==> config.mk <==
export PLATFORM = sky130hd
export DESIGN_NAME = utf8_stream_decoder
export DESIGN_NICKNAME = d
export VERILOG_FILES = /design/src/utf8sd_pkg.sv /design/src/utf8sd_core.sv /design/src/utf8_stream_decoder.sv
export SDC_FILE = /design/constraint.sdc
export NUM_CORES = 1
export LEC_CHECK = 0
export BUFFER_PORTS_ARGS = -buffer_cell sky130_fd_sc_hd__buf_2
export CAP_MARGIN = 40
export CORE_ASPECT_RATIO = 0.9
export CORE_MARGIN = 5
export CORE_UTILIZATION = 50
export CTS_CLUSTER_DIAMETER = 50
export DETAILED_ROUTE_END_ITERATION = 7
export GPL_TIMING_DRIVEN = 0
export PLACE_DENSITY_LB_ADDON = 0.05
export REMOVE_ABC_BUFFERS = 1
export SLEW_MARGIN = 0
export SYNTH_ARGS = -nofsm -noshare
export SYNTH_HDL_FRONTEND = slang
export SYNTH_SLANG_ARGS = --single-unit
==> constraint.sdc <==
create_clock -name clock -period 8.14 [get_ports clock]
set_input_delay 0.407 -clock clock [delete_from_list [all_inputs] [get_ports clock]]
set_output_delay 0.407 -clock clock [all_outputs]
set_load 0.01 [all_outputs]
==> src/utf8sd_pkg.sv <==
package utf8sd_pkg;

   typedef enum logic [1:0] {
      KIND_DATA  = 2'd0,
      KIND_ERROR = 2'd1,
      KIND_NUL   = 2'd2
   } kind_type;

   typedef struct packed {
      logic [20:0] unit_value;
      kind_type    result_kind;
      logic        run_last;
      logic        string_done;
   } result_type;

   // Results produced by one input byte: count is 0, 1 or 2.
   typedef struct packed {
      logic [1:0] count;
      result_type first;
      result_type second;
   } result_pair_type;

endpackage

==> src/utf8sd_core.sv <==
module utf8sd_core
   import utf8sd_pkg::*;
(
   input  logic            clock,
   input  logic            reset,
   input  logic            fire,
   input  logic [7:0]      data_byte,
   input  logic            end_of_buffer,
   input  logic            utf16_mode,
   output result_pair_type results
);

   localparam logic [30:0] CP_LIMIT     = 31'h110000;
   localparam logic [19:0] SURR_BLOCK   = 20'h0001B;
   localparam logic [30:0] NONCHAR_LO   = 31'h00FDD0;
   localparam logic [30:0] NONCHAR_HI   = 31'h00FDEF;
   localparam logic [14:0] NONCHAR_TAIL = 15'h7FFF;
   localparam logic [30:0] SUPP_BASE    = 31'h010000;
   localparam logic [5:0]  HI_SURR_TAG  = 6'b110110;
   localparam logic [5:0]  LO_SURR_TAG  = 6'b110111;

   logic [30:0] acc_ff, acc_in;
   logic [2:0]  rem_ff, rem_in;
   logic [2:0]  len_ff, len_in;
   logic        disc_ff, disc_in;

   logic [30:0] acc_shift;
   logic [2:0]  rem_dec;
   logic [30:0] emit_cp;
   logic [2:0]  emit_len;
   logic [2:0]  short_len;
   logic        cp_ok;
   logic        emit_ok;
   logic [20:0] supp_off;
   logic [6:0]  lead_mask;
   logic [2:0]  lead_len;
   logic        do_emit;
   logic        do_fail;

   assign acc_shift = {acc_ff[24:0], data_byte[5:0]};
   assign rem_dec   = rem_ff - 3'd1;
   assign emit_cp   = (rem_ff == 3'd0) ? {23'd0, data_byte} : acc_shift;
   assign emit_len  = (rem_ff == 3'd0) ? 3'd1 : len_ff;

   always_comb begin
      if (emit_cp < 31'h80) begin
         short_len = 3'd1;
      end else if (emit_cp < 31'h800) begin
         short_len = 3'd2;
      end else if (emit_cp < 31'h10000) begin
         short_len = 3'd3;
      end else if (emit_cp < 31'h200000) begin
         short_len = 3'd4;
      end else if (emit_cp < 31'h4000000) begin
         short_len = 3'd5;
      end else begin
         short_len = 3'd6;
      end
   end

   assign cp_ok = (emit_cp < CP_LIMIT) &&
                  (emit_cp[30:11] != SURR_BLOCK) &&
                  !((emit_cp >= NONCHAR_LO) && (emit_cp <= NONCHAR_HI)) &&
                  (emit_cp[15:1] != NONCHAR_TAIL);
   assign emit_ok  = cp_ok && (short_len == emit_len);
   assign supp_off = emit_cp[20:0] - SUPP_BASE[20:0];

   always_comb begin
      if (data_byte[7:5] == 3'b110) begin
         lead_mask = 7'h1F;
         lead_len  = 3'd2;
      end else if (data_byte[7:4] == 4'b1110) begin
         lead_mask = 7'h0F;
         lead_len  = 3'd3;
      end else if (data_byte[7:3] == 5'b11110) begin
         lead_mask = 7'h07;
         lead_len  = 3'd4;
      end else if (data_byte[7:2] == 6'b111110) begin
         lead_mask = 7'h03;
         lead_len  = 3'd5;
      end else if (data_byte[7:1] == 7'b1111110) begin
         lead_mask = 7'h01;
         lead_len  = 3'd6;
      end else begin
         lead_mask = 7'h00;
         lead_len  = 3'd0;
      end
   end

   always_comb begin
      acc_in  = acc_ff;
      rem_in  = rem_ff;
      len_in  = len_ff;
      disc_in = disc_ff;
      do_emit = 1'b0;
      do_fail = 1'b0;
      results.count  = 2'd0;
      results.first  = '{unit_value: 21'd0, result_kind: KIND_ERROR,
                         run_last: 1'b1, string_done: 1'b1};
      results.second = results.first;

      if (disc_ff) begin
         if (end_of_buffer) begin
            disc_in = 1'b0;
         end
      end else if (rem_ff == 3'd0) begin
         if (!data_byte[7]) begin
            do_emit = 1'b1;
         end else if (lead_len == 3'd0 || end_of_buffer) begin
            do_fail = 1'b1;
         end else begin
            acc_in = {24'd0, data_byte[6:0] & lead_mask};
            rem_in = lead_len - 3'd1;
            len_in = lead_len;
         end
      end else if (data_byte[7:6] != 2'b10) begin
         do_fail = 1'b1;
      end else begin
         acc_in = acc_shift;
         rem_in = rem_dec;
         if (rem_dec == 3'd0) begin
            do_emit = 1'b1;
         end else if (end_of_buffer) begin
            do_fail = 1'b1;
         end
      end

      if (do_fail || (do_emit && !emit_ok)) begin
         // Malformed input: one error item, then skip to the end of the buffer.
         acc_in        = '0;
         rem_in        = '0;
         len_in        = '0;
         disc_in       = !end_of_buffer;
         results.count = 2'd1;
      end else if (do_emit) begin
         acc_in = '0;
         rem_in = '0;
         len_in = '0;
         if (emit_cp == 31'd0) begin
            disc_in = !end_of_buffer;
            results.count             = 2'd1;
            results.first.result_kind = KIND_NUL;
         end else if (!utf16_mode || emit_cp < SUPP_BASE) begin
            results.count = 2'd1;
            results.first = '{unit_value: emit_cp[20:0], result_kind: KIND_DATA,
                              run_last: 1'b1, string_done: end_of_buffer};
         end else begin
            // Code points above the BMP become a surrogate pair.
            results.count  = 2'd2;
            results.first  = '{unit_value: {5'd0, HI_SURR_TAG, supp_off[19:10]},
                               result_kind: KIND_DATA,
                               run_last: 1'b0, string_done: 1'b0};
            results.second = '{unit_value: {5'd0, LO_SURR_TAG, supp_off[9:0]},
                               result_kind: KIND_DATA,
                               run_last: 1'b1, string_done: end_of_buffer};
         end
      end
   end

   always_ff @(posedge clock) begin
      if (reset) begin
         acc_ff  <= '0;
         rem_ff  <= '0;
         len_ff  <= '0;
         disc_ff <= 1'b0;
      end else if (fire) begin
         acc_ff  <= acc_in;
         rem_ff  <= rem_in;
         len_ff  <= len_in;
         disc_ff <= disc_in;
      end
   end

endmodule

==> src/utf8_stream_decoder.sv <==
// A byte taken on req_* is registered, decoded when it fires, and its result
// items go into the three-entry result queue and are offered on rsp_* from its head.
// The decoder takes one byte per cycle while at least two queue slots are free; a
// UTF-16 surrogate pair leaves as two items through the single result port.
// Reset (synchronous): clears the decode state, empties the queue, selects UCS-4.
module utf8_stream_decoder
   import utf8sd_pkg::*;
(
   input  logic        clock,
   input  logic        reset,
   input  logic        req_tvalid,
   output logic        req_tready,
   input  logic [7:0]  req_tdata,   // [7:0] data_byte
   input  logic        req_tlast,   // end_of_buffer
   output logic        rsp_tvalid,
   input  logic        rsp_tready,
   output logic [23:0] rsp_tdata,   // [20:0] unit_value, [23:21] zero
   output logic        rsp_tlast,   // run_last
   output logic [2:0]  rsp_tuser,   // [1:0] result_kind, [2] string_done
   input  logic        csr_wr_en,
   input  logic        csr_wr_data  // output_format
);

   logic            fmt_ff;
   logic            in_valid_ff;
   logic [7:0]      in_byte_ff;
   logic            in_eob_ff;
   logic            fire;
   logic            pop;
   result_pair_type results;

   result_type      q_ff [3];
   result_type      q_in [3];
   logic [1:0]      cnt_ff, cnt_in;
   logic [1:0]      cnt_shift;

   // An item is decoded only when at least two queue slots are free, so the
   // input side never waits on rsp_tready within the same cycle.
   assign fire       = in_valid_ff && !cnt_ff[1] && (cnt_ff != 2'd3);
   assign req_tready = !in_valid_ff || fire;
   assign pop        = rsp_tvalid && rsp_tready;

   utf8sd_core u_core (
      .clock         (clock),
      .reset         (reset),
      .fire          (fire),
      .data_byte     (in_byte_ff),
      .end_of_buffer (in_eob_ff),
      .utf16_mode    (fmt_ff),
      .results       (results)
   );

   always_comb begin
      cnt_shift = cnt_ff - {1'b0, pop};
      if (pop) begin
         q_in[0] = q_ff[1];
         q_in[1] = q_ff[2];
         q_in[2] = q_ff[2];
      end else begin
         q_in = q_ff;
      end
      cnt_in = cnt_shift;
      if (fire) begin
         for (int i = 0; i < 3; i++) begin
            if (2'(i) == cnt_shift && results.count != 2'd0) begin
               q_in[i] = results.first;
            end
            if (2'(i) == cnt_shift + 2'd1 && results.count == 2'd2) begin
               q_in[i] = results.second;
            end
         end
         cnt_in = cnt_shift + results.count;
      end
   end

   always_ff @(posedge clock) begin
      if (reset) begin
         fmt_ff      <= 1'b0;
         in_valid_ff <= 1'b0;
         cnt_ff      <= '0;
      end else begin
         if (csr_wr_en) begin
            fmt_ff <= csr_wr_data;
         end
         if (req_tvalid && req_tready) begin
            in_valid_ff <= 1'b1;
         end else if (fire) begin
            in_valid_ff <= 1'b0;
         end
         cnt_ff <= cnt_in;
      end
   end

   always_ff @(posedge clock) begin
      if (req_tvalid && req_tready) begin
         in_byte_ff <= req_tdata;
         in_eob_ff  <= req_tlast;
      end
      q_ff <= q_in;
   end

   assign rsp_tvalid = (cnt_ff != 2'd0);
   assign rsp_tdata  = {3'd0, q_ff[0].unit_value};
   assign rsp_tlast  = q_ff[0].run_last;
   assign rsp_tuser  = {q_ff[0].string_done, q_ff[0].result_kind};

endmodule

==> flow_summary_export.csv <==
group,metric,value,unit
final_layout,area_growth,11.9,%
cts,cts_root_buffer,"clkbuf_16",
worst_setup_path,rrSetupSlack,3.29,ns
worst_setup_path,cp.buffers_inverters,4,
routing,drc,0,
yosys,async_flop_share,0,%
cts,cts_hold_buf,0,
floorplanning,start_util,50.9,%
worst_setup_path,cp_slowest_cell,"nor3_4",
power_and_ir_drop,power.density,346,mW/mm^2
power_and_ir_drop,irDropWorstVdd,0.000199,V
outcome,outcome,"finished clean",
yosys,synth-edff-count,34,
placed_design,placed_area,0.00695,sq mm
cts,cts_setup_buffers,0,
sta,finalCriticalPeriod,4.85,ns
grt,grt_remaining_overflow,0,
placed_design,place_congestion,0.886,
power_and_ir_drop,internal_power,0.00168,W
floorplanning,num_io_pins,45,
grt,grt_pass1_wl,32.1,mm
hold_path,hold_path_class,"in2reg",
grt,grt_pass1_vias,5680,
routing,via_count,6160,
final_layout,final_nets,809,
floorplanning,fp.dieW,133,um
final_layout,drive_gt1_share,15.4,%
final_layout,stdcell_count,966,
sta,finClkSkew,0.00832,ns
hold_path,min_to,"in_byte_ff[3]",
sta,slew_headroom,34.8,%
worst_setup_path,worstPathArrival,5.17,ns
yosys,ys_ff_latch,120,
worst_setup_path,path_max_fanout,24,
power_and_ir_drop,total_power,0.00263,W
cts,clock_sinks,120,
sta,hold_viol,0,
placed_design,port_buffers,41,
worst_setup_path,start_kind,"flop",
cts,clk_pin_slew_worst_paths,0.06,ns
routing,drtPass1Iterations,7,
worst_setup_path,cp-end-kind,"flop",
hold_path,holdPathStages,1,
job,max-cap-violations,0,
yosys,ys.flop_type,"dfxtp_1",
sta,worst_slack,3.29,ns
cts,clock_path_buffers,2,
cts,cts_max_level,4,
sta,fmax,206,MHz
worst_setup_path,critPathKind,"reg2reg",
power_and_ir_drop,p_comb_share,36.5,%
sta,rsz0062_at_grt,"false",
yosys,netlist_instances,794,
worst_setup_path,crit_required,8.45,ns
worst_setup_path,reg2reg_depth,16,
final_layout,antenna_cells,0,
routing,wl_per_cell,21.1,um
placed_design,placed_cells,934,
worst_setup_path,reg2reg_from,"u_core.rem_ff[0]",
grt,grtUsageTotal,25.7,%
cts,clk_latency,0.42,ns
floorplanning,die_h,120,um
routing,drt_iter0_markers,627,
sta,maxSlewViolCount,0,
placed_design,dp_hpwl,13.9,mm
grt,grt_max_degree,41,
floorplanning,core.rowCount,40,
power_and_ir_drop,p_leak,2.84,nW
floorplanning,die-area,0.0160,sq mm
worst_setup_path,path_delay_family,"simple AND/OR/NAND/NOR gates",
placed_design,preCtsSetupSlack,3.39,ns
worst_setup_path,crit_start,"u_core.rem_ff[0]",
sta,fin_crit_sh,59.6,%
power_and_ir_drop,pwr-share-seq,32.8,%
grt,antenna_found_initial,0,
cts,cts_tree,"built",
worst_setup_path,max_stage_delay,0.54,ns
cts,cts_buffers,17,
final_layout,design_area,0.00758,sq mm
sta,worstMarginPinSlew,0.973,ns
power_and_ir_drop,p_sw_share,36.0,%
power_and_ir_drop,clockPowerShare,30.7,%
final_layout,final_core_util,57.0,%
yosys,yosysWarnings,0,
routing,wirelength,20.4,mm
worst_setup_path,crit-reg2reg-capture,"q_ff[33]",
worst_setup_path,crit_chain,"inv_1, ha_1, nand2b_1, buf_8, nand2_1, ha_1, nand2b_1, nor2_1, a31oi_1, or4_4, nand4_4, nor3_4, buf_8, buf_16, nand3_1, o221a_2",
yosys,syn_area_per_cell,8.53,sq um
sta,setup_violations,0,
yosys,syn_area,0.00678,sq mm
yosys,synth_cell_types,83,
yosys,synth.yosys.seq_area_share,40.5,%
routing,ant_nets,0,
routing,via_per_inst,6.38,
cts,cts_resized,0,
power_and_ir_drop,p_sw,0.000945,W
hold_path,min_from,"req_tdata[3]",
floorplanning,core,0.0133,sq mm
## worst max path at each step
stage                          end  slack (ns)  depth (start not counted)
after floorplan            q_ff[0]        2.43                          8
after global placement    q_ff[16]       -0.21                          8
after detailed placement  q_ff[31]        3.39                         16
after CTS                 q_ff[31]        3.39                         16
after global routing      q_ff[25]        3.00                         10
final                     q_ff[33]        3.29                         16
## synthesized netlist by cell type (7+ instances only)
master	count	area, sq um
nand2b_1	9	56.3
buf_4	31	233
and2_1	7	43.8
and3_1	15	93.8
clkbuf_1	40	150
edfxtp_1	34	1020
o2111ai_1	7	61.3
inv_1	13	48.8
a31oi_1	15	93.8
ha_1	9	113
mux2i_1	28	280
o21ai_0	36	180
o22ai_1	15	93.8
nand2_1	101	379
nor4_1	7	43.8
nand4_1	20	125
a21oi_1	54	270
dfxtp_1	86	1720
a22oi_1	11	82.6
nand3_1	17	85.1
buf_2	8	40.0
nor3_1	36	180
nor2_1	72	270
a221oi_1	7	61.3
## sequential cells by signal, indices dropped and copies added, names as in the netlist
signal / count
in_eob_ff: 1
u_core.disc_ff: 1
in_valid_ff: 1
u_core.len_ff: 3
rsp_tuser: 3
u_core.acc_ff: 25
rsp_tlast: 1
u_core.rem_ff: 3
fmt_ff: 1
rsp_tdata: 21
cnt_ff: 2
q_ff: 50
in_byte_ff: 8
## layout make-up
| cell class | instances | area (sq um) |
|---|---|---|
| timing repair buffer | 56 | 419 |
| multi-input combinational | 576 | 3530 |
| clock buffer | 20 | 457 |
| tap | 168 | 210 |
| fill | 1224 | 5730 |
| sequential | 120 | 2740 |
| clock inverter | 12 | 173 |
| inverter | 14 | 53.8 |
## power groups by stage
stage               Sequential (W)  Combinational (W)  Clock, W
floorplan                 0.000878           0.000605         0
global placement          0.000867           0.000872         0
detailed placement        0.000871           0.000941         0
CTS                       0.000861           0.000947  0.000812
global route              0.000878            0.00105  0.000838
finish                    0.000863           0.000959  0.000806
## kinds of logic after synthesis
family          share of synthesized area, %
simple gates                            25.6
compound gates                          19.6
mux                                     4.47
flops                                   40.5
other cells                           0.0553
fa+ha+maj                               1.66
xor+xnor                               0.388
buf+inv                                 7.74
## cells in the final DEF, fill, tap and decap left out, types with 20 or more instances in the layout
cell,instances
dfxtp_1,86
buf_2,42
nor3_1,36
nand2_1,101
edfxtp_1,34
o21ai_0,36
nand4_1,20
nor2_1,72
mux2i_1,28
a21oi_1,53
## per-layer routing
| layer | vias to the layer above | track usage [%] | wire (um) |
|---|---|---|---|
| met4 | 0 | 8.31 | 157 |
| met2 | 282 | 38.5 | 9330 |
| met5 | - | 0 | 0 |
| met1 | 2985 | 37.1 | 9280 |
| li1 | 2879 | - | - |
| met3 | 14 | 5.32 | 1650 |
## per-stage QoR
| stage | hold WS (ns) | TNS (ns) |
|---|---|---|
| detailed placement | 0.453 | 0 |
| global placement | 0.443 | -5.17 |
| finish | 0.160 | 0 |
| floorplan | 0.426 | 0 |
| CTS | 0.145 | 0 |
| global route | 0.153 | 0 |
(Power assumes the default switching activity.)
